<file path="src/rtl/core/assert_macros.svh">
// Assertion macros shared by the pixel fetch/decode RTL.
// Needs clk and rst_n (active low) names passed in by the user.
`ifndef ASSERT_MACROS_SVH
`define ASSERT_MACROS_SVH

// Property must hold at every clock edge outside reset.
`define ASSERT_AT(label, clk, rst_n, prop, msg) \
  label: assert property (@(posedge clk) disable iff (!rst_n) (prop)) else $error(msg);

// Condition must never be true at a clock edge outside reset.
`define ASSERT_NEVER(label, clk, rst_n, cond, msg) \
  `ASSERT_AT(label, clk, rst_n, !(cond), msg)

`endif

</file>
<file path="src/rtl/core/bpfd_fifo.sv">
// Small register queue between front and back ends; head read in place.
// No dependencies.
module bpfd_fifo #(
  parameter int WIDTH = 8,
  parameter int DEPTH = 4
) (
  input  logic             clk,
  input  logic             rst_n,
  input  logic             push,
  input  logic [WIDTH-1:0] din,
  input  logic             pop,
  output logic [WIDTH-1:0] dout,
  output logic             full,
  output logic             empty
);

  localparam int PtrW = $clog2(DEPTH);
  localparam int CntW = $clog2(DEPTH + 1);

  logic [WIDTH-1:0] mem_r [DEPTH];
  logic [PtrW-1:0]  wr_ptr_r, wr_ptr_nxt;
  logic [PtrW-1:0]  rd_ptr_r, rd_ptr_nxt;
  logic [CntW-1:0]  count_r, count_nxt;

  assign full  = (count_r == CntW'(DEPTH));
  assign empty = (count_r == '0);
  assign dout  = mem_r[rd_ptr_r];

  always_comb begin
    wr_ptr_nxt = wr_ptr_r;
    rd_ptr_nxt = rd_ptr_r;
    count_nxt  = count_r;
    if (push) begin
      wr_ptr_nxt = (wr_ptr_r == PtrW'(DEPTH - 1)) ? '0 : wr_ptr_r + 1'b1;
    end
    if (pop) begin
      rd_ptr_nxt = (rd_ptr_r == PtrW'(DEPTH - 1)) ? '0 : rd_ptr_r + 1'b1;
    end
    if (push && !pop) begin
      count_nxt = count_r + 1'b1;
    end else if (pop && !push) begin
      count_nxt = count_r - 1'b1;
    end
  end

  always_ff @(posedge clk) begin
    if (!rst_n) begin
      wr_ptr_r <= '0;
      rd_ptr_r <= '0;
      count_r  <= '0;
    end else begin
      wr_ptr_r <= wr_ptr_nxt;
      rd_ptr_r <= rd_ptr_nxt;
      count_r  <= count_nxt;
    end
  end

  always_ff @(posedge clk) begin
    if (push) begin
      mem_r[wr_ptr_r] <= din;
    end
  end

endmodule

</file>
<file path="config.mk">
export PLATFORM = sky130hd
export DESIGN_NAME = bpfd_fifo
export DESIGN_NICKNAME = d
export VERILOG_FILES = /design/src/rtl/core/assert_macros.svh /design/src/rtl/core/bpfd_fifo.sv
export SDC_FILE = /design/constraint.sdc
export NUM_CORES = 1
export LEC_CHECK = 0
export ABC_CLOCK_PERIOD_IN_PS = 2400
export BUFFER_PORTS_ARGS = -buffer_cell sky130_fd_sc_hd__buf_4
export CORE_UTILIZATION = 35
export CTS_CLUSTER_DIAMETER = 120
export DETAILED_ROUTE_END_ITERATION = 12
export GPL_ROUTABILITY_DRIVEN = 0
export PLACE_DENSITY = 0.52
export REMOVE_ABC_BUFFERS = 1
export SLEW_MARGIN = 20
export SYNTH_ARGS = -nofsm -noshare
export SYNTH_HDL_FRONTEND = slang
export SYNTH_SLANG_ARGS = --single-unit
</file>
<file path="constraint.sdc">
create_clock -name clk -period 2.4 [get_ports clk]
set_input_delay 0.36 -clock clk [delete_from_list [all_inputs] [get_ports clk]]
set_output_delay 0.36 -clock clk [all_outputs]
set_load 0.02 [all_outputs]
</file>
==> run metrics <==
GRT met1 Usage 13.4%; Final Cycle Share 86.5%; max-slew violation count 0; Vias 792; Clk pwr share 33.9%; PortBufs 21; final wirelength 2480 um; crit path cell chain buf_4, mux4_2, buf_4; Max Fclk 482 MHz; Routed WL per cell 14.9 um; Clock Latency Late Sink 290 ps; Core ar. 0.00438 sq mm; n_diodes 0; Synth Warn # 0; Total Routing Usage GR 11.5%; 1st-pass router iterations 4; postcts setup bufs 0; Final min period 2080 ps; Chip Width 69.9 um; switching share of power 22.5%; worst min-delay path class in -> reg; multiplexer area fraction after synthesis 13.6%; ys async rst share 0%; antenna violations before repair 0; hold_buf cts 0; CP most frequent cell buf_4; Clock Tree Root clkbuf_8; Max clock buf depth 2; CTS H-tree lvls 2; share of cells above drive strength 1 32.5%; DR DRC count 0; Most Used Layer, Global Route met2; M2 GR Usage 18.2%; total grt overflow 0; CP Data Required Time 2040 ps; Layout area overhead 20.1%; CP max-delay cell dfxtp_1; Final Hold Fails 0; Int Pwr 1220 uW; full die area 0.00489 sq mm; DIE HEIGHT 69.9 um; Yosys reg bits 41; EDFF count, synth 32; main area contributors after synthesis edfxtp_1 59%, dfxtp_1 11%, mux4_2 11%, ha_1 4.6%, mux2i_1 2.5%; Final setup viols 0; adder-cell area share of the yosys netlist 5.89%; XOR/XNOR Fraction of Synth Area 1.08%; largest family of logic cells by synthesized area multiplexers; Synth Flop Type edfxtp_1; Synth Area in Compound Gates 1.24%; Sink Count 41; first-pass GRT wire length 4070 um; clock-pin slew on the worst setup and hold paths 80 ps; Setup TNS 0 ps; Seq/Total Area, Yosys 70.6%; Initial Util 36.8%; share of the synthesized area in the top cell type 59.5%; CP max stage delay 510 ps; Max Cap Viol 0; CTS tree built; Worst-Margin Slew 432 ps; RSZ-0062 raised after global routing no; switching pwr 354 uW; Final Worst Setup Slack 323 ps; largest net degree at the start of global routing 14; # resized after CTS 0; Reg power frac 53.2%; cell area after synthesis 0.00162 sq mm; crit start category flop; Max rail drop VDD 0.414 mV; status complete, no violations; skew final 9.63 ps; Crit Path Max Fanout 5; PD cells 810 mW/mm^2; met3 Resource Use GR 5.05%; Mapped Cells 86; Simple-Gate Fraction of Synth Area 5.58%; CP Capture Type output pin; drt via density 4.77; count leader, synth edfxtp_1; Final ANT Viol Nets 0; Synth area leader edfxtp_1; fill count 409; Lkg Pwr 0.000706 uW; I/O Pins 22; Layout Nets 132; Worst EP arrival 1720 ps; dpl hpwl 1760 um; pre-CTS setup slack 570 ps; Synth cell types 20; Comb power frac 12.9%; critical path class reg -> out; drt initial violations 14; Num CTS Buffers 5; Slew headroom 71.2%; vias in the first global route 806; commonest cells in the netlist 32 x edfxtp_1, 9 x dfxtp_1, 8 x mux4_2, 6 x ha_1; Rows 24; syn avg cell area 18.8 sq um
## layer usage
metal	vias up	share of wire (%)
li1	376	-
met1	393	41
met2	18	51
met3	5	5.3
met4	0	2.2
met5	-	0
## cells by family after synthesis
| kind of cell | count (synthesis) |
|---|---|
| AO/OA/AOI/OAI | 3 |
| XOR/XNOR | 2 |
| adder cells (fa/ha/maj) | 7 |
| buffers and inverters | 6 |
| flip-flops | 41 |
| multiplexers | 12 |
| AND/OR/NAND/NOR | 15 |
## placed cells by master (no fill, tap or decap), types with 4 or more instances in the layout
master,synthesis,routed
and2_1,5,5
buf_4,0,22
clkbuf_8,0,5
dfxtp_1,9,9
edfxtp_1,32,32
ha_1,6,6
inv_1,4,4
mux2i_1,4,4
mux4_2,8,8
nor2b_1,5,5
## layout make-up
class / instances / area [sq um] / area share [%]
clock buffers: 5 / 68.8 / 3.55
well taps: 52 / 65.1 / 3.35
flip-flops and latches: 41 / 1140 / 58.8
inverters: 4 / 15.0 / 0.774
clock inverters: 3 / 41.3 / 2.13
multi-input cells: 39 / 443 / 22.8
repair buffers: 22 / 165 / 8.52
## critical path, delay by kind of cell (launching register included)
family	cells	cell delay [ps]
mux	1	510
buf+inv	2	390
flops	1	510
## power by group through the flow
stage | Clock (uW) | Sequential, uW | Combinational, uW
detailed placement | 0 | 853 | 206
CTS | 552 | 837 | 208
global route | 577 | 841 | 224
global placement | 0 | 851 | 205
floorplan | 0 | 846 | 124
finish | 533 | 835 | 203
## flip-flops by register name, summed over array words and instances, names as in the netlist, named ones only
signal	count
mem_r	32
count_r	3
rd_ptr_r	2
wr_ptr_r	2
## worst paths after layout
kind | from | to | slack (ps) | depth (start not counted)
setup / recovery | flop | dout[7] | 320 | 3
hold / removal | din[3] | mem_r[0][3]$_DFFE_PP_ | 260 | 1
setup reg to reg | count_r[0]$_SDFFE_PN0P_ | count_r[2]$_SDFFE_PN0P_ | 930 | 4
hold reg to reg | count_r[2]$_SDFFE_PN0P_ | count_r[2]$_SDFFE_PN0P_ | 510 | 2
## stage by stage
step / std cells / total power (uW) / util (%) / instance area (sq um) / hold slack (ps)
floorplan: 84 / 970 / - / 1600 / 459
global placement: 158 / 1060 / 41.7 / 1830 / 489
detailed placement: 158 / 1060 / 41.7 / 1830 / 496
CTS: 166 / 1600 / 44.2 / 1940 / 254
global route: 166 / 1640 / 44.2 / 1940 / 250
finish: 166 / 1570 / 44.2 / 1940 / 262
(Power assumes the default switching activity.)
