==> src/rtl/core/assert_macros.svh <==
// Assertion macros shared by the pixel fetch/decode RTL.
// Needs clk and rst_n (active low) names passed in by the user.
`ifndef ASSERT_MACROS_SVH
`define ASSERT_MACROS_SVH

// Property must hold at every clock edge outside reset.
`define ASSERT_AT(label, clk, rst_n, prop, msg) \
  label: assert property (@(posedge clk) disable iff (!rst_n) (prop)) else $error(msg);

// Condition must never be true at a clock edge outside reset.
`define ASSERT_NEVER(label, clk, rst_n, cond, msg) \
  `ASSERT_AT(label, clk, rst_n, !(cond), msg)

`endif

==> src/rtl/core/bpfd_pkg.sv <==
// Types, codes and helper functions of the bitmap pixel fetch/decode block.
// No dependencies; imported by bpfd_cfg, bpfd_front, bpfd_back and the top level.
package bpfd_pkg;

  localparam int InDataW  = 72;
  localparam int OutDataW = 64;
  localparam int AddrW    = 35;
  localparam int QueueDepth = 4;

  typedef enum logic [1:0] {
    CmdLocate   = 2'd0,
    CmdDecode   = 2'd1,
    CmdPalWrite = 2'd2
  } cmd_t;

  typedef enum logic [2:0] {
    RegColorDepth   = 3'd0,
    RegImageWidth   = 3'd1,
    RegImageHeight  = 3'd2,
    RegRedMask      = 3'd3,
    RegGreenMask    = 3'd4,
    RegBlueMask     = 3'd5,
    RegPaletteEn    = 3'd6
  } cfg_reg_t;

  typedef enum logic {
    KindAddr  = 1'b0,
    KindColor = 1'b1
  } kind_t;

  typedef enum logic [2:0] {
    OpLocate   = 3'd0,
    OpDecMask  = 3'd1,
    OpDecPal   = 3'd2,
    OpDecZero  = 3'd3,
    OpPalWrite = 3'd4
  } op_t;

  typedef struct packed {
    logic [5:0]  depth;
    logic [15:0] width;
    logic [16:0] height;
    logic        pal_en;
  } cfg_front_t;

  typedef struct packed {
    logic [31:0] mask;
    logic [4:0]  rsh;
    logic [2:0]  lsh;
  } chan_cfg_t;

  typedef struct packed {
    chan_cfg_t red;
    chan_cfg_t green;
    chan_cfg_t blue;
  } cfg_back_t;

  typedef struct packed {
    op_t         op;
    logic [19:0] stride;
    logic [17:0] row;
    logic [18:0] xoff;
    logic [31:0] word;
    logic [7:0]  idx;
  } q_entry_t;

  // Shift setup for one channel: s = trailing zeros, n = run of ones at s
  // (capped at 8). Right shift by s+n-8 when that is positive, else left.
  function automatic chan_cfg_t chan_setup(input logic [31:0] mask);
    logic [5:0]  s;
    logic [5:0]  n;
    logic [31:0] sm;
    logic [5:0]  gap;
    chan_cfg_t   c;
    s = 6'd0;
    for (int i = 31; i >= 0; i--) begin
      if (mask[i]) begin
        s = 6'(i);
      end
    end
    sm = mask >> s[4:0];
    n = 6'd8;
    for (int i = 7; i >= 0; i--) begin
      if (!sm[i]) begin
        n = 6'(i);
      end
    end
    gap = 6'd8 - n;
    c.mask = mask;
    c.rsh  = 5'd0;
    c.lsh  = 3'd0;
    if (n >= 6'd8) begin
      c.rsh = s[4:0];
    end else if (s >= gap) begin
      c.rsh = 5'(s - gap);
    end else begin
      c.lsh = 3'(gap - s);
    end
    return c;
  endfunction

  function automatic logic [7:0] chan_conv(input logic [31:0] raw, input chan_cfg_t c);
    logic [31:0] t;
    logic [7:0]  u;
    t = (raw & c.mask) >> c.rsh;
    u = t[7:0] << c.lsh;
    return u;
  endfunction

endpackage

==> src/rtl/core/bpfd_cfg.sv <==
// Configuration register file; derives per-channel shift setup on write.
// Depends on bpfd_pkg.
module bpfd_cfg (
  input  logic                 clk,
  input  logic                 rst_n,
  input  logic                 cfg_wen,
  input  logic [2:0]           cfg_index,
  input  logic [31:0]          cfg_wdata,
  output bpfd_pkg::cfg_front_t front_cfg,
  output bpfd_pkg::cfg_back_t  back_cfg
);
  import bpfd_pkg::*;

  cfg_front_t front_r, front_nxt;
  cfg_back_t  back_r, back_nxt;
  chan_cfg_t  setup;

  assign setup = chan_setup(cfg_wdata);

  always_comb begin
    front_nxt = front_r;
    back_nxt  = back_r;
    if (cfg_wen) begin
      case (cfg_index)
        RegColorDepth:  front_nxt.depth  = cfg_wdata[5:0];
        RegImageWidth:  front_nxt.width  = cfg_wdata[15:0];
        RegImageHeight: front_nxt.height = cfg_wdata[16:0];
        RegRedMask:     back_nxt.red     = setup;
        RegGreenMask:   back_nxt.green   = setup;
        RegBlueMask:    back_nxt.blue    = setup;
        RegPaletteEn:   front_nxt.pal_en = cfg_wdata[0];
        default: ;
      endcase
    end
  end

  always_ff @(posedge clk) begin
    if (!rst_n) begin
      front_r.depth  <= 6'd24;
      front_r.width  <= 16'd1;
      front_r.height <= 17'd1;
      front_r.pal_en <= 1'b0;
      back_r.red     <= chan_setup(32'h00ff_0000);
      back_r.green   <= chan_setup(32'h0000_ff00);
      back_r.blue    <= chan_setup(32'h0000_00ff);
    end else begin
      front_r <= front_nxt;
      back_r  <= back_nxt;
    end
  end

  assign front_cfg = front_r;
  assign back_cfg  = back_r;

endmodule

==> config.mk <==
export PLATFORM = sky130hd
export DESIGN_NAME = bpfd_cfg
export DESIGN_NICKNAME = d
export VERILOG_FILES = /design/src/rtl/core/assert_macros.svh /design/src/rtl/core/bpfd_pkg.sv /design/src/rtl/core/bpfd_cfg.sv
export SDC_FILE = /design/constraint.sdc
export NUM_CORES = 1
export LEC_CHECK = 0
export ABC_CLOCK_PERIOD_IN_PS = 19590
export BUFFER_PORTS_ARGS = -buffer_cell sky130_fd_sc_hd__buf_4
export CAP_MARGIN = 40
export CORE_MARGIN = 2
export CORE_UTILIZATION = 45
export DETAILED_ROUTE_END_ITERATION = 10
export PLACE_DENSITY = 0.69
export SYNTH_ARGS = -nofsm -noshare
export SYNTH_HDL_FRONTEND = slang
export SYNTH_SLANG_ARGS = --single-unit
==> constraint.sdc <==
create_clock -name clk -period 19.59 [get_ports clk]
set_input_delay 3.918 -clock clk [delete_from_list [all_inputs] [get_ports clk]]
set_output_delay 3.918 -clock clk [all_outputs]
set_load 0.005 [all_outputs]
==> results.yml <==
status:
  outcome: "finished clean"
sta:
  rsz0062_at_grt: "no"
  final_hold_viol_count: 0
  fin_crit_ns: 9.48
  maxSlewHeadroom_pct: 42.7
  hold_ws_ns: 0.460
  worstMarginPinSlew_ns: 0.856
  fin_crit_sh_pct: 48.4
  setup_violations: 0
  maxSlewViolCount: 0
  fin_skew_ns: 0
  fin_tns_setup_ns: 0
  fmax_mhz: 105
logic_synthesis:
  yosysWarnings: 0
  synth_cells: 1053
  yosys-top-cells-count: "nand2_1 (295), dfxtp_1 (160), a21boi_0 (112), clkbuf_1 (73), nor2_1 (42)"
  synthAdderAreaFrac_pct: 1.53
  synth_ff_type: "dfxtp_1"
  synth_nets: 1100
  synthSimpleGateAreaFrac_pct: 23.0
  postSynthAreaPerCell_sq_um: 7.94
  synth_top_area_share_pct: 38.3
  synth_compound_area_share_pct: 26.3
  ys_ff_latch: 160
  synth_area_leaders: "dfxtp_1 (38%), nand2_1 (13%), a21boi_0 (10%)"
  synth_top_area_cell: "dfxtp_1"
  synth_edf_count: 0
  synthArstFlopShare_pct: 0
  synth.most_common_cell: "nand2_1"
  ys_seq_area_share_pct: 38.3
  synth_top_family_by_area: "compound AO/OA/AOI/OAI gates"
  synth-xor-area-share_pct: 0.524
  synth_area_sq_um: 8360
  yosysUniqueCellTypes: 80
  synth.area.mux_share_pct: 3.73
cts:
  cts_buffers: 17
  post_cts_buffers: 0
  cts_resized: 0
  holdBufCountCts: 0
  cts_max_level: 4
  cts.clk_slew.worst_paths_ns: 0.07
  ctsRootBufferMaster: "clkbuf_16"
  numClockSinks: 160
  clock_path_buffers: 2
  clk_latency_ns: 0.42
  cts_tree: "yes"
min_path:
  hold_end: "back_cfg[67]"
  min_from: "back_cfg[67]"
  hp-class: "flop to flop"
  holdPathStages: 2
detailed_routing:
  drc: 0
  drtIter0Drc: 710
  drt-total-wl_um: 29300
  vias: 8294
  wire_per_inst_um: 20.5
  dr.pass1.iters: 5
  vias_per_cell: 5.82
  ant_nets: 0
setup_path:
  required_ns: 19.87
  reg2reg_to: "back_cfg[0]"
  cp-end-kind: "flop"
  cp-start-kind: "input pin"
  cp_top_family: "compound AO/OA/AOI/OAI gates"
  critPathSlowestCell: "inv_2"
  r2r_start: "back_cfg[0]"
  critical_path_class: "input pin to flop"
  cp_max_fo: 31
  path_common_cell: "a21oi_1"
  cp_slowest_stage_delay_ns: 0.61
  critPathArrivalTime_ns: 9.76
  path_buf_inv: 3
  r2r_slack_ns: 18.85
  reg2reg_depth: 3
pwr:
  power.density_nw_per_um2: 77.5
  vdd_ir_drop_max_uv: 56.7
  p_leak_nw: 4.22
finish:
  stdcell_area_sq_um: 10400
  drive_gt1_share_pct: 23.2
  nets: 1231
  fill_cells: 1652
  antenna_cells: 0
  syn_to_final_growth_pct: 24.8
grt:
  grt_max_degree: 70
  grt_antenna_before_repair: 0
  grt_pass1_vias: 7841
  track_usage_pct: 29.3
  grt_pass1_wl_um: 45000
  grt-ovfl-total: 0
floorplanning:
  initial_core_util_pct: 46.2
  die_y_um: 140
  die_area_sq_um: 19700
  io_pins: 198
  rows: 49
  die_w_um: 140
  core_area_sq_um: 18100
place:
  io_buffers: 197
  gp_congestion: 0.933
  hpwl_um: 20800
  postPlaceCellArea_sq_um: 9840
flow_run:
  maxCapViolations: 0
state kept, by name, indices dropped and copies added, names as in the netlist:
register	count
back_cfg	120
front_cfg	40
per-stage QoR:
stage,total power [W],worst slack (ns),cells,util (%)
floorplan,0.000429,10.77,1053,-
global placement,0.000475,9.92,1388,53.8
detailed placement,0.000477,9.84,1394,54.4
CTS,0.000812,10.27,1425,57.6
global route,0.000839,9.73,1425,57.6
finish,0.000808,10.11,1425,57.6
how the worst max path moves through the flow:
stage,from,slack (ns),depth (start not counted),endpoint
2_1_floorplan,cfg_wdata[8],10.77,27,back_cfg[82]
3_3_place_gp,cfg_wdata[0],9.92,24,back_cfg[47]
3_5_place_dp,cfg_wdata[16],9.84,25,back_cfg[7]
4_1_cts,cfg_wdata[16],10.27,25,back_cfg[7]
5_1_grt,cfg_wdata[1],9.73,25,back_cfg[7]
6_report,cfg_wdata[16],10.11,25,back_cfg[7]
report_power, final:
group	total (W)	internal, W	switching (W)
logic	0.000133	0.0000520	0.0000810
clock network	0.000336	0.000193	0.000143
registers	0.000339	0.000334	0.00000483
area by class of cell:
class / count / area, sq um / share of cell area [%]
Inverter: 22 / 87.6 / 0.840
Sequential cell: 160 / 3200 / 30.7
Clock buffer: 18 / 439 / 4.21
Timing Repair Buffer: 210 / 1640 / 15.7
Tap cell: 229 / 287 / 2.75
Clock inverter: 13 / 149 / 1.43
Multi-Input combinational cell: 773 / 4620 / 44.3
cells by family after synthesis:
group	count (synthesis)
multiplexers	27
adder cells (fa/ha/maj)	9
XOR/XNOR	5
AND/OR/NAND/NOR	436
flip-flops	160
buffers and inverters	120
AO/OA/AOI/OAI	296
tightest hold or removal path, stage by stage (launching register included):
cell	delay (ns)
dfxtp_1	0.31
nand2_1	0.04
a21boi_0	0.06
routing by layer:
metal  wire, um  track usage [%]  vias up
met5          0                0        -
met3       2370             8.44       43
met2      13600             46.7      357
met4        659             9.14        0
li1           -                -     3891
met1      12600             38.5     4003
cells in the final DEF, fill, tap and decap left out, types with 4 or more instances in the layout:
cell / synthesis / layout
nor2b_1: 9 / 9
a21boi_0: 112 / 112
nand3_1: 28 / 25
inv_6: 1 / 7
o41ai_1: 9 / 9
a21o_1: 5 / 5
a211oi_1: 12 / 12
o221ai_1: 5 / 5
ha_1: 7 / 7
nand2_1: 295 / 295
o21ai_0: 28 / 28
nor3_1: 12 / 11
mux2i_1: 21 / 21
or3_1: 4 / 4
or4_1: 5 / 5
buf_4: 1 / 206
and2_1: 15 / 15
dfxtp_1: 160 / 160
o31ai_1: 6 / 6
inv_1: 18 / 18
o211ai_1: 22 / 22
a21oi_1: 40 / 40
nand2b_1: 7 / 7
nor2_1: 42 / 41
clkbuf_16: 0 / 17
No activity file was read; power rests on OpenSTA's default activity.
