`src/rtl/core/assert_macros.svh`:
```
// Assertion macros shared by the pixel fetch/decode RTL.
// Needs clk and rst_n (active low) names passed in by the user.
`ifndef ASSERT_MACROS_SVH
`define ASSERT_MACROS_SVH

// Property must hold at every clock edge outside reset.
`define ASSERT_AT(label, clk, rst_n, prop, msg) \
  label: assert property (@(posedge clk) disable iff (!rst_n) (prop)) else $error(msg);

// Condition must never be true at a clock edge outside reset.
`define ASSERT_NEVER(label, clk, rst_n, cond, msg) \
  `ASSERT_AT(label, clk, rst_n, !(cond), msg)

`endif

```
`src/rtl/core/bpfd_pkg.sv`:
```
// Types, codes and helper functions of the bitmap pixel fetch/decode block.
// No dependencies; imported by bpfd_cfg, bpfd_front, bpfd_back and the top level.
package bpfd_pkg;

  localparam int InDataW  = 72;
  localparam int OutDataW = 64;
  localparam int AddrW    = 35;
  localparam int QueueDepth = 4;

  typedef enum logic [1:0] {
    CmdLocate   = 2'd0,
    CmdDecode   = 2'd1,
    CmdPalWrite = 2'd2
  } cmd_t;

  typedef enum logic [2:0] {
    RegColorDepth   = 3'd0,
    RegImageWidth   = 3'd1,
    RegImageHeight  = 3'd2,
    RegRedMask      = 3'd3,
    RegGreenMask    = 3'd4,
    RegBlueMask     = 3'd5,
    RegPaletteEn    = 3'd6
  } cfg_reg_t;

  typedef enum logic {
    KindAddr  = 1'b0,
    KindColor = 1'b1
  } kind_t;

  typedef enum logic [2:0] {
    OpLocate   = 3'd0,
    OpDecMask  = 3'd1,
    OpDecPal   = 3'd2,
    OpDecZero  = 3'd3,
    OpPalWrite = 3'd4
  } op_t;

  typedef struct packed {
    logic [5:0]  depth;
    logic [15:0] width;
    logic [16:0] height;
    logic        pal_en;
  } cfg_front_t;

  typedef struct packed {
    logic [31:0] mask;
    logic [4:0]  rsh;
    logic [2:0]  lsh;
  } chan_cfg_t;

  typedef struct packed {
    chan_cfg_t red;
    chan_cfg_t green;
    chan_cfg_t blue;
  } cfg_back_t;

  typedef struct packed {
    op_t         op;
    logic [19:0] stride;
    logic [17:0] row;
    logic [18:0] xoff;
    logic [31:0] word;
    logic [7:0]  idx;
  } q_entry_t;

  // Shift setup for one channel: s = trailing zeros, n = run of ones at s
  // (capped at 8). Right shift by s+n-8 when that is positive, else left.
  function automatic chan_cfg_t chan_setup(input logic [31:0] mask);
    logic [5:0]  s;
    logic [5:0]  n;
    logic [31:0] sm;
    logic [5:0]  gap;
    chan_cfg_t   c;
    s = 6'd0;
    for (int i = 31; i >= 0; i--) begin
      if (mask[i]) begin
        s = 6'(i);
      end
    end
    sm = mask >> s[4:0];
    n = 6'd8;
    for (int i = 7; i >= 0; i--) begin
      if (!sm[i]) begin
        n = 6'(i);
      end
    end
    gap = 6'd8 - n;
    c.mask = mask;
    c.rsh  = 5'd0;
    c.lsh  = 3'd0;
    if (n >= 6'd8) begin
      c.rsh = s[4:0];
    end else if (s >= gap) begin
      c.rsh = 5'(s - gap);
    end else begin
      c.lsh = 3'(gap - s);
    end
    return c;
  endfunction

  function automatic logic [7:0] chan_conv(input logic [31:0] raw, input chan_cfg_t c);
    logic [31:0] t;
    logic [7:0]  u;
    t = (raw & c.mask) >> c.rsh;
    u = t[7:0] << c.lsh;
    return u;
  endfunction

endpackage

```
`src/rtl/core/bpfd_front.sv`:
```
// Front end: accepts input beats, classifies the command, prepares locate
// terms and the extracted pixel value, and pushes work into the queue.
// Depends on bpfd_pkg.
module bpfd_front #(
  parameter int PALETTE_DEPTH = 256,
  parameter int COORD_BITS    = 16
) (
  input  logic                 clk,
  input  logic                 rst_n,
  input  logic                 in_tvalid,
  output logic                 in_tready,
  input  logic [71:0]          in_tdata,
  input  logic [1:0]           in_tuser,
  input  bpfd_pkg::cfg_front_t cfg,
  input  logic                 q_full,
  output logic                 q_push,
  output bpfd_pkg::q_entry_t   q_din
);
  import bpfd_pkg::*;

  localparam logic [15:0] CoordMask = 16'((32'd1 << COORD_BITS) - 1);

  logic        f_valid_r, f_valid_nxt;
  q_entry_t    f_entry_r, f_entry_nxt;
  q_entry_t    entry;
  logic        keep;
  logic        take;
  logic [15:0] x_c, y_c;
  logic [31:0] raw;
  logic [7:0]  pidx;
  logic [21:0] wprod, xprod;
  logic [22:0] wsum;
  logic        h_pos;
  logic        d_small, d_ok;
  logic [6:0]  pos_full;
  logic [3:0]  sh;
  logic [8:0]  low_mask;
  logic [31:0] val;

  assign x_c  = in_tdata[15:0] & CoordMask;
  assign y_c  = in_tdata[31:16] & CoordMask;
  assign raw  = in_tdata[63:32];
  assign pidx = in_tdata[71:64];

  assign q_push    = f_valid_r && !q_full;
  assign in_tready = !f_valid_r || !q_full;
  assign take      = in_tvalid && in_tready;
  assign q_din     = f_entry_r;

  // Locate terms: row stride in bytes, signed row index, byte offset of x.
  assign wprod = 22'(cfg.width) * 22'(cfg.depth);
  assign wsum  = 23'(wprod) + 23'd31;
  assign xprod = 22'(x_c) * 22'(cfg.depth);
  assign h_pos = !cfg.height[16] && (cfg.height != 17'd0);

  // Pixel extraction from the raw little-endian word.
  assign d_small  = (cfg.depth == 6'd1) || (cfg.depth == 6'd2) ||
                    (cfg.depth == 6'd4) || (cfg.depth == 6'd8);
  assign d_ok     = d_small || (cfg.depth == 6'd16) || (cfg.depth == 6'd24) ||
                    (cfg.depth == 6'd32);
  assign pos_full = 7'(x_c[2:0]) * 7'(cfg.depth[3:0]);
  assign sh       = 4'd8 - cfg.depth[3:0] - {1'b0, pos_full[2:0]};
  assign low_mask = (9'd1 << cfg.depth[3:0]) - 9'd1;

  always_comb begin
    if (d_small) begin
      val = 32'((raw[7:0] >> sh) & low_mask[7:0]);
    end else if (cfg.depth == 6'd16) begin
      val = {16'd0, raw[15:0]};
    end else if (cfg.depth == 6'd24) begin
      val = {8'd0, raw[23:0]};
    end else if (cfg.depth == 6'd32) begin
      val = raw;
    end else begin
      val = 32'd0;
    end
  end

  always_comb begin
    entry.op     = OpDecZero;
    entry.stride = {wsum[22:5], 2'b00};
    entry.row    = h_pos ? (18'(cfg.height) - 18'(y_c) - 18'd1) : 18'(y_c);
    entry.xoff   = xprod[21:3];
    entry.word   = val;
    entry.idx    = val[7:0];
    keep         = 1'b0;
    case (in_tuser)
      CmdLocate: begin
        entry.op = OpLocate;
        keep     = 1'b1;
      end
      CmdDecode: begin
        keep = 1'b1;
        if (!d_ok) begin
          entry.op = OpDecZero;
        end else if (cfg.pal_en) begin
          entry.op = (val < 32'(PALETTE_DEPTH)) ? OpDecPal : OpDecZero;
        end else begin
          entry.op = OpDecMask;
        end
      end
      CmdPalWrite: begin
        entry.op   = OpPalWrite;
        entry.word = raw;
        entry.idx  = pidx;
        keep       = (9'(pidx) < 9'(PALETTE_DEPTH));
      end
      default: keep = 1'b0;
    endcase
  end

  always_comb begin
    f_valid_nxt = f_valid_r;
    f_entry_nxt = f_entry_r;
    if (take) begin
      f_valid_nxt = keep;
      f_entry_nxt = entry;
    end else if (q_push) begin
      f_valid_nxt = 1'b0;
    end
  end

  always_ff @(posedge clk) begin
    if (!rst_n) begin
      f_valid_r <= 1'b0;
    end else begin
      f_valid_r <= f_valid_nxt;
    end
  end

  always_ff @(posedge clk) begin
    f_entry_r <= f_entry_nxt;
  end

endmodule

```
`config.mk`:
```
export PLATFORM = sky130hd
export DESIGN_NAME = bpfd_front
export DESIGN_NICKNAME = d
export VERILOG_FILES = /design/src/rtl/core/assert_macros.svh /design/src/rtl/core/bpfd_pkg.sv /design/src/rtl/core/bpfd_front.sv
export SDC_FILE = /design/constraint.sdc
export NUM_CORES = 1
export LEC_CHECK = 0
export BUFFER_PORTS_ARGS = -buffer_cell sky130_fd_sc_hd__buf_2
export CAP_MARGIN = 20
export CORE_ASPECT_RATIO = 1.25
export CORE_MARGIN = 2
export CORE_UTILIZATION = 45
export DETAILED_ROUTE_END_ITERATION = 7
export GPL_TIMING_DRIVEN = 0
export PLACE_DENSITY = 0.67
export SLEW_MARGIN = 20
export SYNTH_ARGS = -nofsm -noshare
export SYNTH_HDL_FRONTEND = slang
export SYNTH_SLANG_ARGS = --single-unit
```
`constraint.sdc`:
```
create_clock -name clk -period 6.1 [get_ports clk]
set_input_delay 0.61 -clock clk [delete_from_list [all_inputs] [get_ports clk]]
set_output_delay 0.61 -clock clk [all_outputs]
set_load 0.01 [all_outputs]
```
==> key figures, run 1 <==
Timing
  – Fin. Hold Viols: 0
  – Fin crit period: 5590 ps
  – Setup Viol. Count Final: 0
  – Final-layout setup total negative slack: 0 ps
  – Final clock skew: 7.43 ps
  – RSZ-0062 raised after global routing: false
  – Final worst path period share: 91.7%
  – Slew Viols, Final: 0
  – Highest attainable clock frequency: 179 MHz
  – Worst Max-Slew Pin Slew: 655 ps
  – Relative slew slack: 56.3%

Drt
  – Pre-antenna DRT Iters: 5
  – Antenna-violating nets left: 0
  – Remaining DRCs: 0
  – Number of design-rule violations left by the first detailed-router iteration: 375
  – Final wirelength: 25600 um
  – Detail-routed net length per standard cell: 15.6 um
  – Via total after detailed routing: 8599
  – Drt via density: 5.25

GRT
  – Largest net degree at the start of global routing: 57
  – All-Layer GR Usage: 20.3%
  – Leftover overflow at the end of global routing: 0
  – Antenna violations before repair: 3
  – Vias in the first global route: 8490
  – Wire length of the first global-routing pass: 41100 um

Clocking
  – Clock Sinks: 99
  – H-tree depth: 3
  – Number of buffers inserted by post-CTS setup repair: 0
  – Clock Tree Root: sky130_fd_sc_hd__clkbuf_16
  – Later-pin clock latency in the skew report: 360 ps
  – Clock tree from TritonCTS: done
  – Number of cells upsized or downsized after cts: 0
  – CTS Hold Bufs: 0
  – Total clock buffers created by CTS: 9
  – Clk buf depth: 2
  – Clock transition at path regs: 70 ps

Place
  – HPWL reported at the end of detailed placement: 21000 um
  – # placed instances: 1619
  – Number of buffers inserted by port buffering: 214
  – RD Place Congestion: 0.889

Pwr
  – Clock group share of total power: 15.4%
  – Net load switching power: 0.00139 W
  – Comb pwr share: 55.5%
  – Power per Cell Area: 277 nW/um^2
  – Cell-internal power: 0.00213 W
  – Standby leakage power: 6.09 nW
  – Peak supply drop: 0.174 mV
  – Fraction of power spent switching nets: 39.4%
  – Sequential share of power: 29.1%

Logic synthesis
  – FF+latch count, synth: 99
  – Number of enable flip-flop cells after synthesis: 98
  – Number of instances in the synthesized netlist: 1078
  – Netlist area before placement: 10900 um^2
  – Fraction of registers with async set or reset after synthesis: 0%
  – Avg Cell Area, Syn: 10.1 um^2
  – Warnings from Yosys: 0
  – Most common flop cell mapped by yosys: sky130_fd_sc_hd__edfxtp_1
  – Distinct cell type count of the synthesized netlist: 67
  – Sequential-to-total area share from yosys stat: 27.1%

Outcome
  – Run status: completed

Min path
  – Hold path cells: 2
  – Worst hold path type: in -> reg

Floorplan
  – # rows: 63
  – Boundary pin count: 220
  – Full die area: 25500 um^2
  – Core ar.: 23800 um^2
  – Die Span X: 143 um
  – Initial Utilization: 45.9%
  – Vert. Die Dim: 178 um

Flow run
  – Total of max-cap violations: 0

Layout
  – P&R area growth vs syn: 16.4%
  – Most frequent cells in the layout: sky130_fd_sc_hd__buf_2, sky130_fd_sc_hd__and2_1, sky130_fd_sc_hd__inv_1
  – Layout cell share with drive strength beyond 1: 19.4%
  – Commonest non-fill, non-tap cell in the layout: sky130_fd_sc_hd__buf_2
  – Final net count: 1639
  – Post-route insts no fill: 1638

Setup path
  – Maximum fanout count along the critical path: 10
  – Startpoint-to-endpoint class of the critical path: in -> reg
  – Worst setup SP type: input pin
  – FF-to-FF path depth: 3
  – Data required time at the worst endpoint: 6320 ps
  – Critical path arrival: 5820 ps
  – Worst Setup End Kind: register
## final cells by class
class	instances	area (um^2)
inverter	123	462
timing repair buffer	215	1100
sequential	99	2960
clock inverter	7	51.3
tap	325	407
clock buffer	9	225
buffer	35	141
fill	2258	11100
multi-input combinational	822	7360
antenna	3	7.51
## power groups by stage
stage / sequential (W) / clock, W / combinational [W]
final: 0.00102 / 0.000542 / 0.00195
after global routing: 0.00104 / 0.000586 / 0.00224
after CTS: 0.00103 / 0.000561 / 0.00199
after detailed placement: 0.00104 / 0 / 0.00197
after global placement: 0.00104 / 0 / 0.00194
after floorplan: 0.00113 / 0 / 0.00135
## sequential cells by signal, summed over array words and instances (netlist names)
register	flops
f_valid_r	1
q_din	98
## routing by layer
layer	GRT usage, %	routed length (um)
met1	25.4	10400
met2	35.5	12900
met3	3.65	1800
met4	6.41	507
met5	0	13
## worst max-delay path, cell delays in order
cell,delay (ps)
sky130_fd_sc_hd__buf_2,200
sky130_fd_sc_hd__clkbuf_1,460
sky130_fd_sc_hd__clkbuf_1,450
sky130_fd_sc_hd__and2_1,240
sky130_fd_sc_hd__fa_1,420
sky130_fd_sc_hd__ha_1,330
sky130_fd_sc_hd__fa_1,540
sky130_fd_sc_hd__inv_1,50
sky130_fd_sc_hd__fa_1,530
sky130_fd_sc_hd__inv_1,40
sky130_fd_sc_hd__ha_1,220
sky130_fd_sc_hd__or3_4,410
sky130_fd_sc_hd__o221ai_2,220
sky130_fd_sc_hd__or3_4,190
sky130_fd_sc_hd__nand3_2,100
sky130_fd_sc_hd__and3b_1,210
sky130_fd_sc_hd__or4_1,500
sky130_fd_sc_hd__nand3_1,100
## synthesized netlist by cell type (all sizes together), types with 4 or more instances
cell type	instances	area, um^2
xor2	22	193
a21o	24	180
o311ai	4	35.0
a31oi	7	43.8
a211oi	9	72.6
o21bai	9	67.6
mux2	5	56.3
fa	117	2340
o21a	6	45.0
buf	5	28.8
nor4	15	93.8
nand2b	6	37.5
nor2	28	105
or3	4	35.0
and2	176	1100
o21ai	40	200
ha	99	1240
mux2i	6	60.1
nand4	6	37.5
xnor2	27	236
a21oi	53	265
nand3	7	40.0
nor2b	15	93.8
nand2	81	304
inv	123	462
nor3	8	40.0
and3	4	25.0
o31a	4	35.0
edfxtp	98	2940
clkbuf	30	113
## worst paths after layout
path	from	endpoint	slack [ps]
max	cfg[37]	q_din[94]	510
min	rst_n	f_valid_r	500
max reg2reg	f_valid_r	q_din[58]	4470
min reg2reg	f_valid_r	f_valid_r	520
## kinds of logic after synthesis
| family | Yosys count | synth area share (%) |
|---|---|---|
| AND/OR/NAND/NOR | 365 | 18.7 |
| adder cells (fa/ha/maj) | 216 | 32.8 |
| AO/OA/AOI/OAI | 177 | 10.4 |
| buffers and inverters | 158 | 5.52 |
| flip-flops | 99 | 27.1 |
| XOR/XNOR | 49 | 3.93 |
| multiplexers | 13 | 1.48 |
| other | 1 | 0.0343 |
## metrics by stage
| step | hold WS (ps) | setup WS [ps] | power (W) | instance area [um^2] | util [%] |
|---|---|---|---|---|---|
| after global routing | 495 | 254 | 0.00386 | 12700 | 53.4 |
| after detailed placement | 519 | 142 | 0.00301 | 12400 | 52.2 |
| after floorplan | 542 | 936 | 0.00248 | 10900 | - |
| after global placement | 510 | 172 | 0.00298 | 12400 | 52.1 |
| after CTS | 490 | 520 | 0.00358 | 12700 | 53.4 |
| final | 502 | 508 | 0.00352 | 12700 | 53.4 |
(Power assumes the default switching activity.)
==> run 2: changes to the inputs <==
--- a/config.mk
+++ b/config.mk
@@ -10,6 +10,7 @@
 export CORE_ASPECT_RATIO = 1.25
 export CORE_MARGIN = 2
 export CORE_UTILIZATION = 45
+export CTS_BUF_LIST = sky130_fd_sc_hd__clkbuf_4 sky130_fd_sc_hd__clkbuf_8
 export DETAILED_ROUTE_END_ITERATION = 7
 export GPL_TIMING_DRIVEN = 0
 export PLACE_DENSITY = 0.67
==> key figures, run 2 (same netlist as run 1, synthesis figures left out) <==
GRT
  – GR met2 Demand/Resource: 35.7% (was 35.5%)
  – Met1 capacity usage during global routing: 25.5% (was 25.4%)
  – Antenna violations before repair: 2 (was 3)
  – Layer with the highest usage after global routing: met2 (unchanged)
  – Largest net degree at the start of global routing: 57 (unchanged)
  – Wire length of the first global-routing pass: 41100 um (about the same)
  – All-Layer GR Usage: 20.3% (about the same)
  – Met3 Usage GRT: 3.62% (was 3.65%)
  – Vias in the first global route: 8487 (was 8490)
  – Leftover overflow at the end of global routing: 0 (unchanged)

Pwr
  – Power per Cell Area: 267 nW/um^2 (was 277 nW/um^2)
  – Standby leakage power: 6.04 nW (was 6.09 nW)
  – Peak supply drop: 0.147 mV (was 0.174 mV)

Clocking
  – Clock transition at path regs: 100 ps (was 70 ps)
  – Clock tree from TritonCTS: done (unchanged)
  – Number of cells upsized or downsized after cts: 0 (unchanged)
  – H-tree depth: 3 (unchanged)
  – CTS Hold Bufs: 0 (unchanged)
  – Total clock buffers created by CTS: 9 (unchanged)
  – Clk buf depth: 2 (unchanged)
  – Number of buffers inserted by post-CTS setup repair: 0 (unchanged)
  – Clock Tree Root: sky130_fd_sc_hd__clkbuf_8 (was sky130_fd_sc_hd__clkbuf_16)
  – Clock Sinks: 99 (unchanged)
  – Later-pin clock latency in the skew report: 400 ps (was 360 ps)

Setup path
  – Worst Setup End Kind: register (unchanged)
  – Data required time at the worst endpoint: 6360 ps (was 6320 ps)
  – Critical path arrival: 5810 ps (was 5820 ps)
  – Maximum fanout count along the critical path: 10 (unchanged)
  – Startpoint-to-endpoint class of the critical path: in -> reg (unchanged)
  – Worst setup SP type: input pin (unchanged)

Drt
  – Remaining DRCs: 0 (unchanged)
  – Final wirelength: 25600 um (about the same)
  – Antenna-violating nets left: 0 (unchanged)
  – Via total after detailed routing: 8577 (was 8599)
  – Drt via density: 5.24 (was 5.25)
  – Detail-routed net length per standard cell: 15.6 um (about the same)
  – Pre-antenna DRT Iters: 5 (unchanged)
  – Number of design-rule violations left by the first detailed-router iteration: 433 (was 375)

Timing
  – Final clock skew: 8.14 ps (was 7.43 ps)
  – Final-layout setup total negative slack: 0 ps (unchanged)
  – Fin. Hold Viols: 0 (unchanged)
  – RSZ-0062 raised after global routing: false (unchanged)
  – Worst Max-Slew Pin Slew: 649 ps (was 655 ps)
  – Setup Viol. Count Final: 0 (unchanged)
  – Final worst path period share: 90.9% (was 91.7%)
  – PnR worst setup slack: 553 ps (was 508 ps)
  – Slew Viols, Final: 0 (unchanged)
  – Relative slew slack: 56.7% (was 56.3%)
  – Highest attainable clock frequency: 180 MHz (was 179 MHz)
  – Fin crit period: 5550 ps (was 5590 ps)

Layout
  – Commonest non-fill, non-tap cell in the layout: sky130_fd_sc_hd__buf_2 (unchanged)
  – Number of flip-flops in the largest register: 98 (unchanged)
  – P&R area growth vs syn: 15.5% (was 16.4%)
  – Layout cell share with drive strength beyond 1: 19.4% (unchanged)
  – Most frequent cells in the layout: sky130_fd_sc_hd__buf_2, sky130_fd_sc_hd__and2_1, sky130_fd_sc_hd__inv_1 (unchanged)
  – Final net count: 1639 (unchanged)

Flow run
  – Total of max-cap violations: 0 (unchanged)

Outcome
  – Run status: completed (unchanged)

Place
  – HPWL reported at the end of detailed placement: 21000 um (unchanged)
  – Pre-CTS setup slack: 142 ps (unchanged)
  – Number of buffers inserted by port buffering: 214 (unchanged)
  – RD Place Congestion: 0.889 (unchanged)

Min path
  – Worst hold path type: in -> reg (unchanged)

Floorplan
  – # rows: 63 (unchanged)
  – Full die area: 25500 um^2 (unchanged)
  – Initial Utilization: 45.9% (unchanged)
  – Die Span X: 143 um (unchanged)
  – Vert. Die Dim: 178 um (unchanged)
  – Boundary pin count: 220 (unchanged)
  – Core ar.: 23800 um^2 (unchanged)
## run 2: worst paths after layout
kind	cells past startpoint	start	slack, ps	end
worst min register to register	2	f_valid_r	520	f_valid_r
worst max-delay path	18	cfg[37]	550	q_din[94]
worst max register to register	3	f_valid_r	4460	q_din[58]
worst min-delay path	2	rst_n	460	f_valid_r
## run 2: layout make-up
| cell class | instances | area [um^2] |
|---|---|---|
| multi-input cells | 822 | 7360 |
| inverters | 123 | 462 |
| clock inverters | 7 | 51.3 |
| clock buffers | 9 | 124 |
| flip-flops and latches | 99 | 2960 |
| repair buffers | 215 | 1100 |
| well taps | 325 | 407 |
| fillers | 2270 | 11200 |
| plain buffers | 35 | 141 |
| diodes | 2 | 5.00 |
## run 2: worst max-delay path, cell delays in order
cell	delay (ps)
sky130_fd_sc_hd__buf_2	200
sky130_fd_sc_hd__clkbuf_1	450
sky130_fd_sc_hd__clkbuf_1	450
sky130_fd_sc_hd__and2_1	240
sky130_fd_sc_hd__fa_1	420
sky130_fd_sc_hd__ha_1	330
sky130_fd_sc_hd__fa_1	540
sky130_fd_sc_hd__inv_1	50
sky130_fd_sc_hd__fa_1	530
sky130_fd_sc_hd__inv_1	40
sky130_fd_sc_hd__ha_1	220
sky130_fd_sc_hd__or3_4	410
sky130_fd_sc_hd__o221ai_2	220
sky130_fd_sc_hd__or3_4	200
sky130_fd_sc_hd__nand3_2	100
sky130_fd_sc_hd__and3b_1	210
sky130_fd_sc_hd__or4_1	500
sky130_fd_sc_hd__nand3_1	100
## run 2: routing by layer
metal | vias to the layer above | wire, um
met5 | - | 8
met1 | 4206 | 10400
met3 | 30 | 1820
met4 | 2 | 488
met2 | 256 | 12900
li1 | 4083 | -
## run 2: where the power goes
group | leakage [nW] | internal, W | switching [W]
clock network | 0.0812 | 0.000150 | 0.000249
registers | 0.976 | 0.000991 | 0.0000304
logic | 4.99 | 0.000861 | 0.00109
total | 6.04 | 0.00200 | 0.00137
## run 2: per-stage QoR
stage | power (W) | cell area (um^2) | hold WS [ps] | util (%) | instances
after floorplan | 0.00248 | 10900 | 542 | - | 1079
after global placement | 0.00298 | 12400 | 510 | 52.1 | 1618
after detailed placement | 0.00301 | 12400 | 519 | 52.2 | 1619
after CTS | 0.00343 | 12600 | 437 | 53.0 | 1635
after global routing | 0.00371 | 12600 | 443 | 53.0 | 1635
final | 0.00337 | 12600 | 455 | 53.0 | 1637
